File: config.mk
export PLATFORM = sky130hd
export DESIGN_NAME = per_flow_cumulative_ack_receiver_core
export DESIGN_NICKNAME = d
export VERILOG_FILES = /design/src/hdl/pfcar_pkg.sv /design/src/hdl/pfcar_front.sv /design/src/hdl/pfcar_queue.sv /design/src/hdl/pfcar_back.sv /design/src/hdl/per_flow_cumulative_ack_receiver_core.sv
export VERILOG_INCLUDE_DIRS = /design/src /design/src/hdl
export SDC_FILE = /design/constraint.sdc
export NUM_CORES = 2
export LEC_CHECK = 0
export ABC_CLOCK_PERIOD_IN_PS = 17500
export BUFFER_PORTS_ARGS = -buffer_cell sky130_fd_sc_hd__buf_2
export CORE_ASPECT_RATIO = 1.1
export CORE_MARGIN = 2
export CORE_UTILIZATION = 40
export CTS_CLUSTER_DIAMETER = 30
export CTS_CLUSTER_SIZE = 20
export DETAILED_ROUTE_END_ITERATION = 8
export PLACE_DENSITY = 0.57
export SYNTH_ARGS = -nofsm -noshare
export SYNTH_HDL_FRONTEND = slang
export SYNTH_SLANG_ARGS = --single-unit
File: constraint.sdc
create_clock -name clk -period 17.5 [get_ports clk]
set_input_delay 0 -clock clk [delete_from_list [all_inputs] [get_ports clk]]
set_output_delay 0 -clock clk [all_outputs]
set_load 0.05 [all_outputs]
File: src/hdl/per_flow_cumulative_ack_receiver_core_defines.svh
// Assertion macros for the per-flow cumulative ACK receiver.
// Included by the top level; depends on nothing else.
`ifndef PER_FLOW_CUMULATIVE_ACK_RECEIVER_CORE_DEFINES_SVH
`define PER_FLOW_CUMULATIVE_ACK_RECEIVER_CORE_DEFINES_SVH

`ifndef SYNTHESIS
// Same-cycle implication check
`define PFCAR_ASSERT_IMP(lbl, clk, rst_n, ante, cons) \
	lbl: assert property (@(posedge clk) disable iff (!rst_n) (ante) |-> (cons)) \
		else $error("pfcar: same-cycle check failed");
// Next-cycle implication check
`define PFCAR_ASSERT_NXT(lbl, clk, rst_n, ante, cons) \
	lbl: assert property (@(posedge clk) disable iff (!rst_n) (ante) |=> (cons)) \
		else $error("pfcar: next-cycle check failed");
`else
`define PFCAR_ASSERT_IMP(lbl, clk, rst_n, ante, cons)
`define PFCAR_ASSERT_NXT(lbl, clk, rst_n, ante, cons)
`endif

`endif

File: src/hdl/pfcar_pkg.sv
// Shared types and constants of the per-flow cumulative ACK receiver.
// No dependencies.
`default_nettype none

package pfcar_pkg;

	// Bit of pkt_flags that marks a data packet
	localparam int unsigned DATA_FLAG_BIT = 3;

	// Queue between front and back
	localparam int unsigned Q_DEPTH = 4;
	localparam int unsigned Q_PTR_W = 2;

	// ACK kind codes
	typedef enum logic [1:0] {
		KIND_NONE     = 2'd0,
		KIND_IN_ORDER = 2'd1,
		KIND_DUP      = 2'd2,
		KIND_AHEAD    = 2'd3
	} kind_t;

	// Classified item handed from front to back
	typedef struct packed {
		logic        drop;
		logic        data;
		logic [7:0]  flow;
		logic [31:0] seq;
		logic [15:0] plen;
	} item_t;

	// Per-flow state word
	typedef struct packed {
		logic [31:0] expected;
		logic [31:0] packets;
		logic [31:0] acks;
		logic [63:0] bytes;
	} flow_state_t;

endpackage

`default_nettype wire

File: src/hdl/pfcar_front.sv
// Front end: accepts packet headers and classifies them (drop, data).
// Depends on pfcar_pkg.
`default_nettype none

module pfcar_front #(
	parameter int unsigned FLOWS = 8
) (
	input  wire                 in_valid,
	output logic                in_stall,
	input  wire                 frame_ok,
	input  wire  [15:0]         flow_id,
	input  wire  [31:0]         seq_num,
	input  wire  [15:0]         pkt_flags,
	input  wire  [15:0]         payload_len,
	input  wire                 q_full,
	output logic                q_push,
	output pfcar_pkg::item_t    q_item
);
	import pfcar_pkg::*;

	// Hold the source while the queue is full
	assign in_stall = q_full;
	assign q_push   = in_valid && !q_full;

	// Classify the header
	always_comb begin
		q_item.drop = !frame_ok || ({1'b0, flow_id} >= 17'(FLOWS));
		q_item.data = pkt_flags[DATA_FLAG_BIT];
		q_item.flow = flow_id[7:0];
		q_item.seq  = seq_num;
		q_item.plen = payload_len;
	end

endmodule

`default_nettype wire

File: src/hdl/pfcar_queue.sv
// Short FIFO of classified items between front and back.
// Depends on pfcar_pkg.
`default_nettype none

module pfcar_queue (
	input  wire                 clk,
	input  wire                 arst_n,
	input  wire                 push,
	input  pfcar_pkg::item_t    push_item,
	output logic                full,
	input  wire                 pop,
	output logic                nonempty,
	output pfcar_pkg::item_t    pop_item
);
	import pfcar_pkg::*;

	item_t              slot_q [Q_DEPTH];
	logic [Q_PTR_W-1:0] wr_ptr_q;
	logic [Q_PTR_W-1:0] rd_ptr_q;
	logic [Q_PTR_W:0]   count_q;

	assign full     = (count_q == (Q_PTR_W + 1)'(Q_DEPTH));
	assign nonempty = (count_q != '0);
	assign pop_item = slot_q[rd_ptr_q];

	// Advance pointers and count
	always_ff @(posedge clk or negedge arst_n) begin
		if (!arst_n) begin
			wr_ptr_q <= '0;
			rd_ptr_q <= '0;
			count_q  <= '0;
		end else begin
			if (push) wr_ptr_q <= wr_ptr_q + 1'b1;
			if (pop)  rd_ptr_q <= rd_ptr_q + 1'b1;
			if (push && !pop)      count_q <= count_q + 1'b1;
			else if (pop && !push) count_q <= count_q - 1'b1;
		end
	end

	// Store pushed items
	always_ff @(posedge clk) begin
		if (push) slot_q[wr_ptr_q] <= push_item;
	end

endmodule

`default_nettype wire

File: src/hdl/pfcar_back.sv
// Back end: per-flow state memory, read-modify-write and result register.
// Depends on pfcar_pkg.
`default_nettype none

module pfcar_back #(
	parameter int unsigned FLOWS = 8
) (
	input  wire                 clk,
	input  wire                 arst_n,
	input  wire                 q_valid,
	input  pfcar_pkg::item_t    q_item,
	output logic                q_pop,
	output logic                out_valid,
	input  wire                 out_stall,
	output logic                ack_send,
	output logic [7:0]          ack_flow,
	output logic [31:0]         ack_number,
	output logic [1:0]          ack_kind,
	output logic                dropped,
	output logic [31:0]         flow_packets,
	output logic [63:0]         flow_bytes,
	output logic [31:0]         flow_acks
);
	import pfcar_pkg::*;

	localparam int unsigned IDX_W = (FLOWS > 1) ? $clog2(FLOWS) : 1;

	typedef enum logic [1:0] {
		S_IDLE,
		S_READ,
		S_OUT
	} state_t;

	state_t            state_q;
	flow_state_t       mem_q [FLOWS];
	logic [FLOWS-1:0]  active_q;

	item_t             cur_s1;
	flow_state_t       rd_s1;
	logic              act_s1;

	logic [IDX_W-1:0]  pop_idx;
	logic [IDX_W-1:0]  cur_idx;
	flow_state_t       base;
	flow_state_t       upd;
	kind_t             kind;

	assign pop_idx = q_item.flow[IDX_W-1:0];
	assign cur_idx = cur_s1.flow[IDX_W-1:0];

	// Take the next item when idle or when the result leaves this cycle
	assign q_pop = q_valid && ((state_q == S_IDLE) || ((state_q == S_OUT) && !out_stall));

	// Latch the popped item and read its flow state
	always_ff @(posedge clk) begin
		if (q_pop) begin
			cur_s1 <= q_item;
			rd_s1  <= mem_q[pop_idx];
			act_s1 <= active_q[pop_idx];
		end
	end

	// Update the flow state; an inactive flow reads as zero
	always_comb begin
		base = act_s1 ? rd_s1 : '0;
		upd  = base;
		kind = KIND_NONE;
		if (cur_s1.data) begin
			if (cur_s1.seq == base.expected) begin
				upd.expected = cur_s1.seq + 32'd1;
				upd.packets  = base.packets + 32'd1;
				upd.bytes    = base.bytes + {48'd0, cur_s1.plen};
				kind         = KIND_IN_ORDER;
			end else if (cur_s1.seq < base.expected) begin
				kind = KIND_DUP;
			end else begin
				kind = KIND_AHEAD;
			end
			upd.acks = base.acks + 32'd1;
		end
	end

	// Write back the state of an accepted flow
	always_ff @(posedge clk) begin
		if ((state_q == S_READ) && !cur_s1.drop) mem_q[cur_idx] <= upd;
	end

	// Sequencer, activity bits and result register
	always_ff @(posedge clk or negedge arst_n) begin
		if (!arst_n) begin
			state_q      <= S_IDLE;
			active_q     <= '0;
			out_valid    <= 1'b0;
			ack_send     <= 1'b0;
			ack_flow     <= '0;
			ack_number   <= '0;
			ack_kind     <= KIND_NONE;
			dropped      <= 1'b0;
			flow_packets <= '0;
			flow_bytes   <= '0;
			flow_acks    <= '0;
		end else begin
			unique case (state_q)
				S_IDLE: begin
					if (q_pop) state_q <= S_READ;
				end
				S_READ: begin
					state_q   <= S_OUT;
					out_valid <= 1'b1;
					if (cur_s1.drop) begin
						ack_send     <= 1'b0;
						ack_flow     <= '0;
						ack_number   <= '0;
						ack_kind     <= KIND_NONE;
						dropped      <= 1'b1;
						flow_packets <= '0;
						flow_bytes   <= '0;
						flow_acks    <= '0;
					end else begin
						active_q[cur_idx] <= 1'b1;
						ack_send     <= cur_s1.data;
						ack_flow     <= cur_s1.flow;
						ack_number   <= upd.expected;
						ack_kind     <= kind;
						dropped      <= 1'b0;
						flow_packets <= upd.packets;
						flow_bytes   <= upd.bytes;
						flow_acks    <= upd.acks;
					end
				end
				S_OUT: begin
					if (!out_stall) begin
						out_valid <= 1'b0;
						state_q   <= q_pop ? S_READ : S_IDLE;
					end
				end
				default: state_q <= S_IDLE;
			endcase
		end
	end

endmodule

`default_nettype wire

File: src/hdl/per_flow_cumulative_ack_receiver_core.sv
// Per-flow cumulative ACK receiver (go-back-N style).
// Accepted headers pass through the queue, then the back end reads the flow state and registers the result.
// The back end takes a new item only when idle or as its result leaves; each item passes S_READ then S_OUT.
// A 4-entry queue lets the input keep accepting while a result waits to be taken.
// Reset (arst_n low, asynchronous) empties the queue and marks every flow inactive.
`default_nettype none
`include "per_flow_cumulative_ack_receiver_core_defines.svh"

module per_flow_cumulative_ack_receiver_core #(
	parameter int unsigned FLOWS = 8
) (
	input  wire         clk,
	input  wire         arst_n,
	input  wire         in_valid,
	output logic        in_stall,
	input  wire         frame_ok,
	input  wire  [15:0] flow_id,
	input  wire  [31:0] seq_num,
	input  wire  [15:0] pkt_flags,
	input  wire  [15:0] payload_len,
	output logic        out_valid,
	input  wire         out_stall,
	output logic        ack_send,
	output logic [7:0]  ack_flow,
	output logic [31:0] ack_number,
	output logic [1:0]  ack_kind,
	output logic        dropped,
	output logic [31:0] flow_packets,
	output logic [63:0] flow_bytes,
	output logic [31:0] flow_acks
);
	import pfcar_pkg::*;

	logic  q_full;
	logic  q_push;
	logic  q_nonempty;
	logic  q_pop;
	item_t push_item;
	item_t pop_item;

	// Classify incoming headers
	pfcar_front #(
		.FLOWS (FLOWS)
	) u_front (
		.in_valid    (in_valid),
		.in_stall    (in_stall),
		.frame_ok    (frame_ok),
		.flow_id     (flow_id),
		.seq_num     (seq_num),
		.pkt_flags   (pkt_flags),
		.payload_len (payload_len),
		.q_full      (q_full),
		.q_push      (q_push),
		.q_item      (push_item)
	);

	// Buffer classified items
	pfcar_queue u_queue (
		.clk       (clk),
		.arst_n    (arst_n),
		.push      (q_push),
		.push_item (push_item),
		.full      (q_full),
		.pop       (q_pop),
		.nonempty  (q_nonempty),
		.pop_item  (pop_item)
	);

	// Update flow state and present results
	pfcar_back #(
		.FLOWS (FLOWS)
	) u_back (
		.clk          (clk),
		.arst_n       (arst_n),
		.q_valid      (q_nonempty),
		.q_item       (pop_item),
		.q_pop        (q_pop),
		.out_valid    (out_valid),
		.out_stall    (out_stall),
		.ack_send     (ack_send),
		.ack_flow     (ack_flow),
		.ack_number   (ack_number),
		.ack_kind     (ack_kind),
		.dropped      (dropped),
		.flow_packets (flow_packets),
		.flow_bytes   (flow_bytes),
		.flow_acks    (flow_acks)
	);

	// A dropped item carries no ACK and no counters
	`PFCAR_ASSERT_IMP(a_drop_clean, clk, arst_n, out_valid && dropped, !ack_send && (ack_kind == KIND_NONE) && (flow_acks == 32'd0))
	// An ACK is sent exactly when a kind is reported
	`PFCAR_ASSERT_IMP(a_send_kind, clk, arst_n, out_valid, ack_send == (ack_kind != KIND_NONE))
	// A popped item is not yet presented in the following cycle
	`PFCAR_ASSERT_NXT(a_pop_gap, clk, arst_n, q_pop, !out_valid)

endmodule

`default_nettype wire
==> insert_results.sql <==
INSERT INTO impl_metrics (metric_group, metric, value, unit) VALUES
('outcome', 'outcome', 'finished clean', ''),
('global_route', 'number_of_antenna_violations_at_the_first_check_in_global_routing', '2', ''),
('yosys', 'synth-edff-count', '1731', ''),
('yosys', 'postSynth.asyncResetShare', '9.89', '%'),
('route', 'post_drt_via_cell_ratio', '5.37', ''),
('placement', 'dpl.cell_count', '6606', ''),
('final_layout', 'non_filler_cells_final', '7448', ''),
('power', 'power_density', '211', 'nW/um^2'),
('yosys', 'synth_adder_area_share', '0.898', '%'),
('global_route', 'met1_usage', '25.4', '%'),
('hold_path', 'hp-class', 'in -> reg', ''),
('global_route', 'grt_pass1_vias', '43000', ''),
('yosys', 'synth_nets', '4092', ''),
('timing', 'report.final.setup_viol', '0', ''),
('timing', 'maxClockFrequency', '162', 'MHz'),
('yosys', 'area_share_of_the_largest_cell_type_after_synthesis', '68.3', '%'),
('timing', 'layout_min_cycle_time', '6.17', 'ns'),
('timing', 'maxSlewHeadroom', '12.6', '%'),
('flow_run', 'max_cap_viol', '0', ''),
('yosys', 'synthXorXnorAreaFrac', '1.80', '%'),
('final_layout', 'sequential_cell_area', '56700', 'sq um'),
('global_route', 'grt-busiest-layer', 'met2', ''),
('global_route', 'gr-total-overflow', '0', ''),
('route', 'avgRoutedWirePerCell', '24.9', 'um'),
('setup_path', 'crit_path_max_fanout', '61', ''),
('yosys', 'netlist_top_cells_count', 'sky130_fd_sc_hd__edfxtp_1, sky130_fd_sc_hd__mux4_2, sky130_fd_sc_hd__nand2_1, sky130_fd_sc_hd__dfrtp_1, sky130_fd_sc_hd__mux2_2', ''),
('clock_tree', 'htree_levels', '5', ''),
('placement', 'place_hpwl', '100000', 'um'),
('power', 'ir_worst_vdd', '0.359', 'mV'),
('route', 'detail_route.first_pass.iterations', '6', ''),
('timing', 'fin_crit_sh', '35.2', '%'),
('yosys', 'synth_ff_type', 'sky130_fd_sc_hd__edfxtp_1', ''),
('timing', 'layout_setup_ws', '11.33', 'ns'),
('timing', 'worst_slew_pin_slew', '1.30', 'ns'),
('yosys', 'synth.top_cells.by_area', 'sky130_fd_sc_hd__edfxtp_1, sky130_fd_sc_hd__mux4_2, sky130_fd_sc_hd__dfrtp_1, sky130_fd_sc_hd__mux2_2, sky130_fd_sc_hd__a22o_1', ''),
('setup_path', 'timing.critical_path.to_type', 'register', ''),
('yosys', 'synth.avg_cell_area', '19.2', 'sq um'),
('timing', 'final_hold_vio_count', '0', ''),
('yosys', 'yosysWarnings', '0', ''),
('yosys', 'synth_simple_gate_area_share', '4.33', '%'),
('die', 'floorplan.io_pins', '259', ''),
('final_layout', 'post-route-util', '50.3', '%'),
('yosys', 'synth_top_family_by_area', 'multiplexers', ''),
('placement', 'finalWeightedCongestion', '0.804', ''),
('route', 'route.antenna.remaining_nets', '0', ''),
('die', 'start_util', '40.3', '%'),
('setup_path', 'crit_arrival', '6.74', 'ns'),
('clock_tree', 'clk-insertion-delay-late', '0.95', 'ns'),
('yosys', 'synth_cells', '3956', ''),
('yosys', 'yosysSeqAreaShare', '74.5', '%'),
('yosys', 'synth_cell_types', '83', ''),
('setup_path', 'critical-path-slowest-cell', 'sky130_fd_sc_hd__o41ai_1', ''),
('die', 'width_of_the_chip', '420', 'um'),
('global_route', 'gr-usage-all-layers', '19.3', '%'),
('setup_path', 'timing.critical_path.cells', 'buf_4 -> nand2_1 -> ha_1 -> nand4_1 -> nor3_4 -> nand4_1 -> buf_4 -> buf_4 -> or4_1 -> a21oi_2 -> o21bai_4 -> o41ai_1', ''),
('placement', 'dp_worst_setup_slack', '11.28', 'ns'),
('setup_path', 'startpoint_type', 'register', ''),
('yosys', 'post-synth-top-area-cell', 'sky130_fd_sc_hd__edfxtp_1', ''),
('clock_tree', 'postCtsSetupBuffers', '0', ''),
('global_route', 'grt_start_max_net_pins', '116', ''),
('hold_path', 'worst_hold_startpoint', 'out_stall', ''),
('route', 'drt_first_iter_violations', '3131', ''),
('yosys', 'synth-compound-area-share', '3.34', '%'),
('die', 'fp.coreArea', '189000', 'sq um'),
('setup_path', 'critPathKind', 'reg -> reg', ''),
('final_layout', 'areaGrowthSynthToFinish', '24.8', '%'),
('final_layout', 'number_of_filler_cells_placed_in_the_layout', '15200', ''),
('setup_path', 'cp-startpoint', 'u_back.act_s1', ''),
('yosys', 'post-synth-top-count-cell', 'sky130_fd_sc_hd__edfxtp_1', ''),
('clock_tree', 'clk_pin_slew_worst_paths', '0.05', 'ns'),
('clock_tree', 'cts_max_path_buffers', '4', '');
critical path: cells and delay by family (launching register included):
kind	cells	cell delay (ns)
AOI/OAI and AO/OA	3	1.65
adders and majority gates	1	0.34
and+or+nand+nor	5	1.42
DFF	1	1.00
buffers and inverters	3	1.31
logic make-up (layout without fill, tap and decap cells):
family,Yosys count,after routing
AOI/OAI and AO/OA,351,351
xor gates and xnor gates,156,156
adders and majority gates,54,54
buffers and inverters,235,1190
DFF,1921,1921
muxes,554,554
other,0,2
and+or+nand+nor,685,685
report_power, final:
group / internal [W] / switching, W / total [W] / leakage (nW)
Clock: 0.00495 / 0.00240 / 0.00735 / 6.42
Combinational: 0.00209 / 0.00345 / 0.00555 / 8.12
Sequential: 0.00655 / 0.000580 / 0.00713 / 18.5
per-layer routing:
metal  vias up  part of all wire (%)
met5         -                     0
met4         0                   2.9
met3       316                   6.6
met2      1266                    48
met1     21000                    42
li1      17400                     -
cell type report:
class	count	area share, %
Clock inverter	264	3.17
Timing Repair Buffer	443	3.34
Inverter	38	0.150
Clock buffer	445	10.8
Tap cell	2535	3.34
Multi-Input combinational cell	1800	19.5
Sequential cell	1921	59.8
Antenna cell	2	0.00527
state kept, by name (all words and copies together), names as in the netlist:
register             flops
u_back.active_q          8
u_back.flow_packets     32
u_back.act_s1            1
u_queue.wr_ptr_q         2
u_back.dropped           1
u_back.ack_kind          2
u_queue.slot_q         232
u_queue.rd_ptr_q         2
u_back.state_q           2
u_back.out_valid         1
u_back.mem_q          1280
u_back.ack_number       32
u_back.cur_s1           55
u_back.flow_acks        32
u_back.cur_idx           3
u_back.rd_s1           160
u_back.flow_bytes       64
u_queue.count_q          3
u_back.ack_send          1
u_back.ack_flow          8
metrics by stage:
| step | hold slack, ns | power (W) |
|---|---|---|
| floorplan | -0.296 | 0.0111 |
| global placement | -0.0592 | 0.0127 |
| detailed placement | -0.0601 | 0.0128 |
| CTS | 0.0183 | 0.0202 |
| global route | 0.131 | 0.0209 |
| finish | 0.0826 | 0.0200 |
path summary, 6_finish.rpt:
path                                         to  cells after the start
setup / recovery            u_back.mem_q[3][59]                     12
hold / removal                 u_back.out_valid                      5
setup reg to reg            u_back.mem_q[3][59]                     12
hold reg to reg              u_back.active_q[7]                      1
max in group asynchronous   u_queue.rd_ptr_q[0]                      4
min in group asynchronous  u_back.flow_acks[21]                      4
placed cells by master (no fill, tap or decap), drive strengths merged, types with 15 or more instances in the layout:
cell type	netlist	layout
a211oi	20	20
a21o	16	16
a21oi	47	47
a22o	115	115
and2	31	31
and3	20	20
buf	68	313
bufinv	0	52
clkbuf	129	445
clkinv	0	137
clkinvlp	0	37
dfrtp	190	190
dlygate4sd3	0	130
edfxtp	1731	1731
ha	49	49
inv	38	76
mux2	168	168
mux4	380	380
nand2	249	249
nand2b	15	15
nand3	89	89
nand4	51	51
nor2	133	133
nor3	33	33
o21ai	81	81
xnor2	84	84
xor2	72	72
No activity file was read; power rests on OpenSTA's default activity.
